File: config.mk
export PLATFORM = sky130hd
export DESIGN_NAME = plot_stream_token_parser_core
export DESIGN_NICKNAME = d
export VERILOG_FILES = /design/src/rtl/pstp_pkg.sv /design/src/rtl/pstp_in_stage.sv /design/src/rtl/pstp_token_unit.sv /design/src/rtl/pstp_out_stage.sv /design/src/rtl/plot_stream_token_parser_core.sv
export SDC_FILE = /design/constraint.sdc
export NUM_CORES = 1
export LEC_CHECK = 0
export BUFFER_PORTS_ARGS = -buffer_cell sky130_fd_sc_hd__buf_4
export CORE_AREA = 2 2 140 142
export DETAILED_ROUTE_END_ITERATION = 16
export DIE_AREA = 0 0 142 144
export GPL_TIMING_DRIVEN = 0
export SYNTH_ARGS = -nofsm -noshare
export SYNTH_HDL_FRONTEND = slang
export SYNTH_HIERARCHICAL = 1
export SYNTH_SLANG_ARGS = --single-unit
File: constraint.sdc
create_clock -name clk -period 5.9 [get_ports clk]
set_input_delay 0.295 -clock clk [delete_from_list [all_inputs] [get_ports clk]]
set_output_delay 0.295 -clock clk [all_outputs]
set_load 0.05 [all_outputs]
File: src/rtl/pstp_pkg.sv
`timescale 1ns / 1ps

package pstp_pkg;

  // What the parser expects next
  localparam logic [2:0] EXP_CMD    = 3'd0;
  localparam logic [2:0] EXP_NONE   = 3'd1;
  localparam logic [2:0] EXP_SHORT  = 3'd2;
  localparam logic [2:0] EXP_IEEE   = 3'd3;
  localparam logic [2:0] EXP_CHAR   = 3'd4;
  localparam logic [2:0] EXP_STRING = 3'd5;

  // Token kinds
  localparam logic [2:0] TOK_CMD     = 3'd0;
  localparam logic [2:0] TOK_BAD     = 3'd1;
  localparam logic [2:0] TOK_SHORT   = 3'd2;
  localparam logic [2:0] TOK_DOUBLE  = 3'd3;
  localparam logic [2:0] TOK_CHAR    = 3'd4;
  localparam logic [2:0] TOK_STRCHAR = 3'd5;
  localparam logic [2:0] TOK_STREND  = 3'd6;

  localparam logic [63:0] SHORT_MAX_POS = 64'h0000_0000_0000_7FFF;
  localparam logic [7:0]  LINE_END      = 8'h0A;
  localparam logic [2:0]  LAST_IEEE_POS = 3'd7;

  typedef struct packed {
    logic [2:0]  kind;
    logic [7:0]  command_code;
    logic [63:0] arg_value;
    logic [2:0]  arg_index;
    logic        last_of_command;
  } token_t;

  typedef struct packed {
    logic [2:0] kind;   // EXP_CMD means no such command
    logic [2:0] count;
  } cmd_info_t;

  function automatic cmd_info_t cmd_lookup(input logic [7:0] b);
    cmd_info_t r;
    r.kind  = EXP_CMD;
    r.count = 3'd0;
    unique case (b)
      "C": begin r.kind = EXP_CHAR;   r.count = 3'd3; end
      "F": begin r.kind = EXP_NONE;   r.count = 3'd0; end
      "L": begin r.kind = EXP_SHORT;  r.count = 3'd6; end
      "M": begin r.kind = EXP_SHORT;  r.count = 3'd3; end
      "N": begin r.kind = EXP_SHORT;  r.count = 3'd3; end
      "O": begin r.kind = EXP_IEEE;   r.count = 3'd3; end
      "P": begin r.kind = EXP_SHORT;  r.count = 3'd3; end
      "Q": begin r.kind = EXP_IEEE;   r.count = 3'd3; end
      "S": begin r.kind = EXP_SHORT;  r.count = 3'd6; end
      "V": begin r.kind = EXP_IEEE;   r.count = 3'd6; end
      "W": begin r.kind = EXP_IEEE;   r.count = 3'd6; end
      "X": begin r.kind = EXP_IEEE;   r.count = 3'd3; end
      "a": begin r.kind = EXP_SHORT;  r.count = 3'd6; end
      "c": begin r.kind = EXP_SHORT;  r.count = 3'd3; end
      "e": begin r.kind = EXP_NONE;   r.count = 3'd0; end
      "f": begin r.kind = EXP_STRING; r.count = 3'd1; end
      "i": begin r.kind = EXP_IEEE;   r.count = 3'd3; end
      "l": begin r.kind = EXP_SHORT;  r.count = 3'd4; end
      "m": begin r.kind = EXP_SHORT;  r.count = 3'd2; end
      "n": begin r.kind = EXP_SHORT;  r.count = 3'd2; end
      "o": begin r.kind = EXP_IEEE;   r.count = 3'd2; end
      "p": begin r.kind = EXP_SHORT;  r.count = 3'd2; end
      "q": begin r.kind = EXP_IEEE;   r.count = 3'd2; end
      "r": begin r.kind = EXP_IEEE;   r.count = 3'd6; end
      "s": begin r.kind = EXP_SHORT;  r.count = 3'd4; end
      "t": begin r.kind = EXP_STRING; r.count = 3'd1; end
      "v": begin r.kind = EXP_IEEE;   r.count = 3'd4; end
      "w": begin r.kind = EXP_IEEE;   r.count = 3'd4; end
      "x": begin r.kind = EXP_IEEE;   r.count = 3'd2; end
      default: begin r.kind = EXP_CMD; r.count = 3'd0; end
    endcase
    return r;
  endfunction

endpackage

File: src/rtl/pstp_in_stage.sv
`timescale 1ns / 1ps

module pstp_in_stage (
  input  logic       clk,
  input  logic       rst_n,
  input  logic       in_valid,
  input  logic [7:0] in_data_byte,
  output logic       in_stall,
  input  logic       take,
  output logic       s1_valid,
  output logic [7:0] s1_byte
);
  import pstp_pkg::*;

  logic       valid_r, valid_nxt;
  logic [7:0] byte_r;
  logic       load;

  assign in_stall = valid_r && !take;
  assign load     = in_valid && !in_stall;

  always_comb begin
    valid_nxt = valid_r;
    if (!valid_r || take) begin
      valid_nxt = in_valid;
    end
  end

  always_ff @(posedge clk) begin
    if (!rst_n) begin
      valid_r <= 1'b0;
    end else begin
      valid_r <= valid_nxt;
    end
  end

  always_ff @(posedge clk) begin
    if (load) begin
      byte_r <= in_data_byte;
    end
  end

  assign s1_valid = valid_r;
  assign s1_byte  = byte_r;

endmodule

File: src/rtl/pstp_token_unit.sv
`timescale 1ns / 1ps

module pstp_token_unit (
  input  logic            clk,
  input  logic            rst_n,
  input  logic            take,
  input  logic [7:0]      s1_byte,
  output logic            tok_valid,
  output pstp_pkg::token_t tok
);
  import pstp_pkg::*;

  logic [2:0]  expect_r, expect_nxt;
  logic [2:0]  args_left_r, args_left_nxt;
  logic [2:0]  byte_pos_r, byte_pos_nxt;
  logic [63:0] asm_r, asm_nxt;
  logic [7:0]  cur_cmd_r, cur_cmd_nxt;
  logic [2:0]  arg_num_r, arg_num_nxt;

  cmd_info_t   info;
  logic [63:0] short_val;
  logic [63:0] ieee_val;
  logic        last_arg;
  logic        finish;
  logic [2:0]  fin_kind;
  logic [63:0] fin_val;

  assign info      = cmd_lookup(s1_byte);
  assign last_arg  = (args_left_r <= 3'd1);
  assign ieee_val  = {asm_r[55:0], s1_byte};

  always_comb begin
    short_val = asm_r | {48'd0, s1_byte, 8'd0};
    if (short_val > SHORT_MAX_POS) begin
      short_val = short_val | ~SHORT_MAX_POS;
    end
  end

  always_comb begin
    expect_nxt    = expect_r;
    args_left_nxt = args_left_r;
    byte_pos_nxt  = byte_pos_r;
    asm_nxt       = asm_r;
    cur_cmd_nxt   = cur_cmd_r;
    arg_num_nxt   = arg_num_r;
    tok_valid     = 1'b0;
    tok           = '0;
    finish        = 1'b0;
    fin_kind      = TOK_CHAR;
    fin_val       = {56'd0, s1_byte};

    unique case (expect_r)
      EXP_SHORT: begin
        if (byte_pos_r == 3'd0) begin
          asm_nxt      = {56'd0, s1_byte};
          byte_pos_nxt = 3'd1;
        end else begin
          finish   = 1'b1;
          fin_kind = TOK_SHORT;
          fin_val  = short_val;
        end
      end
      EXP_IEEE: begin
        asm_nxt = ieee_val;
        if (byte_pos_r < LAST_IEEE_POS) begin
          byte_pos_nxt = byte_pos_r + 3'd1;
        end else begin
          finish   = 1'b1;
          fin_kind = TOK_DOUBLE;
          fin_val  = ieee_val;
        end
      end
      EXP_CHAR: begin
        finish   = 1'b1;
        fin_kind = TOK_CHAR;
      end
      EXP_STRING: begin
        tok_valid        = 1'b1;
        tok.command_code = cur_cmd_r;
        tok.arg_value    = {56'd0, s1_byte};
        tok.arg_index    = 3'd0;
        if (s1_byte == LINE_END) begin
          tok.kind            = TOK_STREND;
          tok.last_of_command = 1'b1;
          args_left_nxt       = 3'd0;
          arg_num_nxt         = 3'd0;
          byte_pos_nxt        = 3'd0;
          expect_nxt          = EXP_CMD;
        end else begin
          tok.kind            = TOK_STRCHAR;
          tok.last_of_command = 1'b0;
        end
      end
      default: begin
        // command byte; stray codes fall here too
        tok_valid        = 1'b1;
        tok.command_code = s1_byte;
        tok.arg_value    = '0;
        tok.arg_index    = 3'd0;
        expect_nxt       = EXP_CMD;
        if (info.kind == EXP_CMD) begin
          tok.kind            = TOK_BAD;
          tok.last_of_command = 1'b1;
        end else begin
          tok.kind     = TOK_CMD;
          cur_cmd_nxt  = s1_byte;
          byte_pos_nxt = 3'd0;
          asm_nxt      = '0;
          arg_num_nxt  = 3'd0;
          if (info.kind == EXP_NONE || info.count == 3'd0) begin
            args_left_nxt       = 3'd0;
            tok.last_of_command = 1'b1;
          end else begin
            args_left_nxt       = info.count;
            expect_nxt          = info.kind;
            tok.last_of_command = 1'b0;
          end
        end
      end
    endcase

    if (finish) begin
      tok_valid           = 1'b1;
      tok.kind            = fin_kind;
      tok.command_code    = cur_cmd_r;
      tok.arg_value       = fin_val;
      tok.arg_index       = arg_num_r;
      tok.last_of_command = last_arg;
      byte_pos_nxt        = 3'd0;
      asm_nxt             = '0;
      if (last_arg) begin
        args_left_nxt = 3'd0;
        arg_num_nxt   = 3'd0;
        expect_nxt    = EXP_CMD;
      end else begin
        args_left_nxt = args_left_r - 3'd1;
        arg_num_nxt   = arg_num_r + 3'd1;
      end
    end
  end

  always_ff @(posedge clk) begin
    if (!rst_n) begin
      expect_r    <= EXP_CMD;
      args_left_r <= 3'd0;
      byte_pos_r  <= 3'd0;
      asm_r       <= '0;
      cur_cmd_r   <= 8'd0;
      arg_num_r   <= 3'd0;
    end else if (take) begin
      expect_r    <= expect_nxt;
      args_left_r <= args_left_nxt;
      byte_pos_r  <= byte_pos_nxt;
      asm_r       <= asm_nxt;
      cur_cmd_r   <= cur_cmd_nxt;
      arg_num_r   <= arg_num_nxt;
    end
  end

  // Between commands no argument bytes are pending
  a_cmd_no_partial: assert property (@(posedge clk) disable iff (!rst_n)
    (expect_r == EXP_CMD) |-> (byte_pos_r == 3'd0))
    else $error("partial argument bytes while expecting a command");

  // Inside a command at least one argument remains
  a_args_pending: assert property (@(posedge clk) disable iff (!rst_n)
    (expect_r != EXP_CMD) |-> (args_left_r != 3'd0))
    else $error("collecting arguments with none left");

  // Only multi-byte arguments track a byte position
  a_pos_kind: assert property (@(posedge clk) disable iff (!rst_n)
    (byte_pos_r != 3'd0) |-> (expect_r == EXP_SHORT || expect_r == EXP_IEEE))
    else $error("byte position set outside a multi-byte argument");

endmodule

File: src/rtl/pstp_out_stage.sv
`timescale 1ns / 1ps

module pstp_out_stage (
  input  logic             clk,
  input  logic             rst_n,
  input  logic             take,
  input  logic             tok_valid,
  input  pstp_pkg::token_t tok,
  output logic             ready,
  output logic             out_valid,
  input  logic             out_stall,
  output logic [2:0]       out_token_kind,
  output logic [7:0]       out_command_code,
  output logic [63:0]      out_arg_value,
  output logic [2:0]       out_arg_index,
  output logic             out_last_of_command
);
  import pstp_pkg::*;

  logic   valid_r, valid_nxt;
  token_t tok_r;

  assign ready = !(valid_r && out_stall);

  always_comb begin
    valid_nxt = valid_r;
    if (ready) begin
      valid_nxt = take && tok_valid;
    end
  end

  always_ff @(posedge clk) begin
    if (!rst_n) begin
      valid_r <= 1'b0;
    end else begin
      valid_r <= valid_nxt;
    end
  end

  always_ff @(posedge clk) begin
    if (ready && take && tok_valid) begin
      tok_r <= tok;
    end
  end

  assign out_valid           = valid_r;
  assign out_token_kind      = tok_r.kind;
  assign out_command_code    = tok_r.command_code;
  assign out_arg_value       = tok_r.arg_value;
  assign out_arg_index       = tok_r.arg_index;
  assign out_last_of_command = tok_r.last_of_command;

endmodule

File: src/rtl/plot_stream_token_parser_core.sv
`timescale 1ns / 1ps

// Parses a binary plot command stream, one byte per transaction, into tokens:
// a command or bad-command token per command byte, one token per finished
// argument (16-bit little-endian shorts sign-extended to 64 bits, 64-bit
// big-endian doubles as raw bits, chars), and one token per string byte up to
// the linefeed. Bytes that only partly fill an argument give no token. The
// block takes a byte every cycle while out_stall does not hold it back; a
// byte is held in the input register, and its token is set by the result
// register behind the combinational table lookup and assembly step. in_stall
// follows out_stall combinationally when both registers are full.
module plot_stream_token_parser_core (
  input  logic        clk,
  input  logic        rst_n,
  input  logic        in_valid,
  input  logic [7:0]  in_data_byte,
  output logic        in_stall,
  output logic        out_valid,
  input  logic        out_stall,
  output logic [2:0]  out_token_kind,
  output logic [7:0]  out_command_code,
  output logic [63:0] out_arg_value,
  output logic [2:0]  out_arg_index,
  output logic        out_last_of_command
);
  import pstp_pkg::*;

  logic       s1_valid;
  logic [7:0] s1_byte;
  logic       out_ready;
  logic       take;
  logic       tok_valid;
  token_t     tok;

  assign take = s1_valid && out_ready;

  pstp_in_stage u_in (
    .clk          (clk),
    .rst_n        (rst_n),
    .in_valid     (in_valid),
    .in_data_byte (in_data_byte),
    .in_stall     (in_stall),
    .take         (take),
    .s1_valid     (s1_valid),
    .s1_byte      (s1_byte)
  );

  pstp_token_unit u_tok (
    .clk       (clk),
    .rst_n     (rst_n),
    .take      (take),
    .s1_byte   (s1_byte),
    .tok_valid (tok_valid),
    .tok       (tok)
  );

  pstp_out_stage u_out (
    .clk                 (clk),
    .rst_n               (rst_n),
    .take                (take),
    .tok_valid           (tok_valid),
    .tok                 (tok),
    .ready               (out_ready),
    .out_valid           (out_valid),
    .out_stall           (out_stall),
    .out_token_kind      (out_token_kind),
    .out_command_code    (out_command_code),
    .out_arg_value       (out_arg_value),
    .out_arg_index       (out_arg_index),
    .out_last_of_command (out_last_of_command)
  );

endmodule
# Word-level counts from Yosys, hierarchy flattened
# Memory sizes are Yosys's and may differ from the RTL's. A register that Yosys moved wholly into a read port is not among the register bits.
# Cells that the tools add are included.
# totals
regBits	173
rom_bits	768
input_bits	12
output_inout_bits	81
word_cells	107
mem_count	1
# op_classes
add_sub_neg	3
order_cmp	3
eq_ne	15
mux	45
bitwise	3
reduce_logical	23
# mem_list
name	words	word_bits	read_ports	rd_ports_with_merged_regs	write_ports	line	rtl
(no name shown)	128	6	1	1	0	pstp_pkg.sv:43	unique case (b)
# ops
op	count
two-way mux 64 bit	6
case mux 64 bit (3 select lines)	1
case mux 79 bit (2 select lines)	1
case mux 64 bit (2 select lines)	1
two-way mux 79 bit	1
greater-than comparator 64 x 15 -> 1 bit, second input constant	1
OR 64 x 16 -> 64 bit	1
two-way mux 3 bit	18
case mux 3 bit (2 select lines)	4
case mux 3 bit (4 select lines)	1
zero test 3 bit	3
inequality test 3 x 1 -> 1 bit, second input constant	3
== test 8 x 4 -> 1 bit, second input constant	1
two-way mux 1 bit	8
AND reduction 4 bit	2
logical AND 1 bit	7
two-way mux 7 bit	1
adder 3 x 1 -> 3 bit, second input constant	2
== test 3 x 2 -> 1 bit, second input constant	2
== test 3 bit, second input constant	2
two-way mux 6 bit	1
inequality test 2 x 1 -> 1 bit, second input constant	3
AND reduction 6 bit	1
inequality test 5 x 4 -> 1 bit, second input constant	1
15 further kinds	20

# Longest topological paths before layout
# logic_depth
depth_word	8
depth_mapped	11
depth_no_buf	9

# Hierarchy
# Netlist, hierarchy kept.
# modules_own_cells
mod	n_inst	cells_each	area_per_inst_um2	seq_area_each_um2
pstp_token_unit	1	502	4735.8	1681.6
pstp_out_stage	1	84	2418.6	2392.3
pstp_in_stage	1	12	287.8	260.2
plot_stream_token_parser_core	1	1	6.3	0.0

# Worst setup path after synthesis
# OpenSTA, ideal clock, no wires.
# synth_timing
path_kind	reg2reg
from	register u_tok.byte_pos_r[0]
to	register u_out.tok_r, in the netlist u_out/out_arg_index[0], enable pin
setup_time_ps	542
arrival_time_ps	5163
required_ps	5358
path_slack_ps	194
stages_incl_launch_ff	8
path_buffers	0
period_less_slack_ps	5706
path_cell_list	dfxtp_1 inv_1 ha_1 nor2b_1 nor3_1 or3_1 nand2_1 a21oi_1
# synth_via
elab_chain_cells	5
elab_cells_between_ends	7
classes_between	order compare (1); mux (4); reduce/logical (2)
# synth_rtl
item	line	rtl
start: declaration	pstp_token_unit.sv:15	logic [2:0] byte_pos_r, byte_pos_nxt;
start signal: assignment	pstp_token_unit.sv:153	byte_pos_r <= byte_pos_nxt;
less-than comparator 3 bit or zero test 3 bit (tied branches)	pstp_token_unit.sv:65, pstp_token_unit.sv:54	
two-way mux 1 bit (on tied branches)	pstp_token_unit.sv:65, pstp_token_unit.sv:54	
case mux 1 bit (3 select lines) *	pstp_token_unit.sv:52	unique case (expect_r)
two-way mux 1 bit *	pstp_token_unit.sv:122	if (finish) begin
net tok_valid	plot_stream_token_parser_core.sv:32	logic tok_valid;
logical AND 1 bit *	pstp_out_stage.sv:41	if (ready && take && tok_valid) begin
end signal: assignment	pstp_out_stage.sv:42	tok_r <= tok;
end: declaration	pstp_out_stage.sv:21	token_t tok_r;
# Mark *: on every way through the listed nets, which the timed path passes. The rest lies on a longest branch.
# A chain may end at the register's enable or synchronous reset.

==> impl_results.rst <==
.. list-table::
   :header-rows: 1

   * - Metric
     - Value
   * - Share of cells above drive strength 1
     - 0.2207
   * - Fraction of the yosys area taken by sequential cells
     - 0.5819
   * - Register-to-register path setup slack
     - 2.53 ns
   * - DRC violation total after the first TritonRoute iteration
     - 415
   * - Max Cap Violations
     - 0
   * - Leak Pwr
     - 3.476 nW
   * - Maximum clock insertion buffer count
     - 2
   * - Crit path DAT
     - 3.73 ns
   * - Worst setup endpoint
     - u_tok/asm_r[35]$_SDFFE_PN0P_
   * - Clk_skew
     - 0.008736 ns
   * - Final critical delay including setup and external delays
     - 3.366 ns
   * - Maximum number of pins on one net before global-route repair
     - 35
   * - Area enclosed by the die boundary
     - 20450 um^2
   * - Maximum net fanout on the critical path
     - 10
   * - Status
     - finished, final reports clean
   * - Placed wire-length estimate after detailed placement
     - 13.10 mm
   * - Number of enable-type register cells in the synthesized netlist
     - 87
   * - Avg WL per Cell
     - 19.10 um
   * - Number of vias in the routed layout
     - 5552
   * - Critical path start-end classification
     - reg -> reg
   * - Detailed Route WL
     - 18.40 mm
   * - Ratio of final minimum period to clock period
     - 0.5704
   * - Power Density
     - 303.8 nW/um^2
   * - Yosys warning total
     - 6
   * - Post-CTS Setup Repair Bufs
     - 0
   * - Syn Nets
     - 624
   * - Fraction of registers with async set or reset after synthesis
     - 0
   * - Antenna Violating Nets Remaining
     - 0
   * - Layout-stage area growth over the synthesis result
     - 21.57%
   * - Total gr overflow
     - 0
   * - Sinks on Clock Net
     - 173
   * - Count of antenna diodes in the layout
     - 0
   * - Commonest non-fill, non-tap cells in the layout
     - buf_4 (95), edfxtp_1 (87), dfxtp_1 (86)
   * - Number of H-tree levels
     - 4
   * - Root buffer cell
     - clkbuf_16
   * - Mean post-synth cell area
     - 12.43 um^2
   * - Most frequent standard cell in the layout excluding fill and tap cells
     - buf_4
   * - Yosys top cell area share
     - 0.3507
   * - Wire length of the first global-routing pass
     - 29.26 mm
   * - RSZ-0062 raised after global routing
     - no
   * - Finish-stage setup viols
     - 0
   * - Post-cts sizing count
     - 0
   * - Insertion delay to the later sink of the worst-skew pair
     - 0.43 ns
   * - Final core area utilization
     - 0.4746
   * - Detailed Routing Iterations Pass 1
     - 5
   * - Reg-to-Reg End
     - u_tok/asm_r[35]$_SDFFE_PN0P_
   * - Worst EP required
     - 6.27 ns
   * - Fmax
     - 297.1 MHz
   * - Remaining DRCs
     - 0
   * - Tightest Pin Transition
     - 0.8123 ns
   * - Placed Cells
     - 931
   * - CTS tree
     - built
   * - Total of hold buffers inserted after clock tree synthesis
     - 0
   * - Number of fillers in the final layout
     - 1687
   * - Origin of the worst setup path
     - u_in/s1_byte[0]$_DFFE_PP_
   * - Kind of start point of the critical path
     - flip-flop
   * - Total standard cell area after synthesis
     - 7448 um^2
   * - NumNets Final
     - 737
   * - Number of standard cells in the final layout excluding fillers
     - 963
   * - Overall track demand over capacity in global routing
     - 0.1847
   * - Number of global-route vias before repair
     - 5461
   * - Path type of the worst min-delay path
     - in -> reg
   * - Count of cells along the worst register-to-register path
     - 10
   * - Number of buffers added on ports
     - 92
   * - Number of synthesized register bits
     - 173
   * - Number of CTS-inserted buffers
     - 17
   * - Cell type with the highest aggregate area in the netlist
     - edfxtp_1
   * - Die extent in y
     - 144 um
   * - Row count
     - 51
   * - Clock slew at the register clock pins of the worst setup and hold paths
     - 0.07 ns
   * - Placeable core region
     - 19080 um^2
   * - Initial antenna violation count
     - 0
   * - Mapped Cells
     - 599
   * - Die span in x
     - 142 um
   * - Top cells by area, synth
     - edfxtp_1 (35%), dfxtp_1 (23%), a22o_1 (8.8%), a221o_1 (6.2%), nand2_1 (2.2%)
   * - Startpoint of the most critical register-to-register path
     - u_in/s1_byte[0]$_DFFE_PP_
   * - Distinct cells, synth
     - 74
   * - Final Slew Violations
     - 0
   * - Slew headroom
     - 0.4549
   * - Highest ir drop seen on vdd
     - 0.0002479 V
   * - Predominant post-synthesis flop cell
     - edfxtp_1
   * - Post-detailed-route via-to-cell ratio
     - 5.765
   * - Effective utilization at floorplan
     - 0.3904
   * - Kind of end point of the critical path
     - flip-flop
   * - Final-report hold violation count
     - 0
   * - Number of ports placed on the die boundary
     - 93
   * - Global placer's final weighted congestion
     - 0.8699
## how the worst min path moves through the flow
stage	startpoint	end	slack, ns	cells past startpoint
after floorplan	in_data_byte[0]	u_in/s1_byte[0]$_DFFE_PP_	0.39	0
after global placement	u_tok/cur_cmd_r[7]$_SDFFE_PN0P_	u_tok/cur_cmd_r[7]$_SDFFE_PN0P_	0.42	2
after detailed placement	u_tok/cur_cmd_r[7]$_SDFFE_PN0P_	u_tok/cur_cmd_r[7]$_SDFFE_PN0P_	0.42	2
after CTS	in_data_byte[7]	u_in/s1_byte[7]$_DFFE_PP_	0.02	1
after global routing	in_data_byte[7]	u_in/s1_byte[7]$_DFFE_PP_	0.01	1
final	in_data_byte[4]	u_in/s1_byte[4]$_DFFE_PP_	0.03	1
## metal layers
layer | GRT usage | part of all wire | up-vias
li1 | - | - | 2584
met1 | 0.2435 | 0.45 | 2745
met2 | 0.2985 | 0.48 | 188
met3 | 0.03510 | 0.050 | 35
met4 | 0.08053 | 0.023 | 0
met5 | 0 | 0 | -
## through the flow
step / power [mW] / setup TNS, ns / worst slack, ns / hold slack [ns] / instance area [um^2]
6_report: 2.751 / 0 / 2.534 / 0.03394 / 9055
5_1_grt: 2.849 / 0 / 2.361 / 0.01355 / 9055
4_1_cts: 2.776 / 0 / 2.529 / 0.01653 / 9055
3_5_place_dp: 1.701 / 0 / 2.551 / 0.4221 / 8488
3_3_place_gp: 1.698 / -123.37 / -1.574 / 0.4181 / 8437
2_1_floorplan: 1.602 / 0 / 0.1944 / 0.3939 / 7448
## cell usage after synthesis (2+ instances only)
| library cell | number |
|---|---|
| and3_1 | 2 |
| o21ai_0 | 16 |
| a21boi_1 | 2 |
| inv_1 | 12 |
| nor3_1 | 5 |
| buf_2 | 3 |
| nand3_1 | 5 |
| dfxtp_1 | 86 |
| mux2i_1 | 14 |
| a21oi_1 | 8 |
| buf_1 | 2 |
| edfxtp_1 | 87 |
| ha_1 | 13 |
| o21ai_1 | 6 |
| o31ai_4 | 2 |
| a32oi_1 | 2 |
| nand2_1 | 44 |
| clkbuf_1 | 31 |
| nand3b_1 | 5 |
| nor2_1 | 18 |
| nand2b_1 | 8 |
| o211ai_1 | 3 |
| a22o_1 | 75 |
| buf_6 | 7 |
| nor4_1 | 13 |
| and2b_1 | 2 |
| and2_1 | 3 |
| a21o_1 | 3 |
| a311o_1 | 2 |
| buf_4 | 3 |
| o21a_1 | 4 |
| and4b_1 | 2 |
| o221ai_1 | 2 |
| a221o_1 | 46 |
| nor2b_1 | 17 |
| or4_1 | 2 |
| nand4_1 | 5 |
| a31oi_1 | 3 |
## final cells by class
class / instances / area [um^2] / share of cell area
Timing Repair Buffer: 94 / 730.7 / 0.08070
Tap cell: 238 / 297.8 / 0.03289
Clock buffer: 17 / 425.4 / 0.04698
Buffer: 46 / 240.2 / 0.02653
Clock inverter: 15 / 141.4 / 0.01561
Inverter: 14 / 52.55 / 0.005804
Multi-Input combinational cell: 366 / 2833 / 0.3128
Sequential cell: 173 / 4334 / 0.4787
## state kept, by name, summed over array words and instances, names as in the netlist
name / cells
u_tok/arg_num_r: 3
u_tok/cur_cmd_r: 8
u_in/s1_byte: 8
u_out/out_valid: 1
u_tok/expect_r: 3
u_out/out_last_of_command: 1
u_out/out_command_code: 8
u_out/out_arg_value: 64
u_tok/byte_pos_r: 3
u_out/out_token_kind: 3
u_in/s1_valid: 1
u_out/out_arg_index: 3
u_tok/args_left_r: 3
u_tok/asm_r: 64
## logic make-up (layout without fill, tap and decap cells)
family | count (synthesis) | after routing | synth area share
XOR/XNOR | 1 | 1 | 0.001176
AND/OR/NAND/NOR | 140 | 140 | 0.1008
flip-flops | 173 | 173 | 0.5819
AO/OA/AOI/OAI | 195 | 195 | 0.2296
buffers and inverters | 60 | 186 | 0.03931
adder cells (fa/ha/maj) | 13 | 13 | 0.02184
multiplexers | 17 | 17 | 0.02536
## worst max-delay path, cell delays in order (launching register included)
cell and delay [ns]:
edfxtp_1 0.60, inv_1 0.23, ha_1 0.32, and2b_1 0.26, o211ai_1 0.10, and3_4 0.21, o31ai_4 0.41, nand2_4 0.10
o31ai_4 0.68, buf_6 0.23, a22o_1 0.14
## report_power, final
group / total (mW) / switching (mW) / internal [mW]
registers: 1.33 / 0.0197 / 1.31
clock network: 1.08 / 0.518 / 0.561
logic: 0.345 / 0.240 / 0.104
Power figures use the tool's default switching activity.
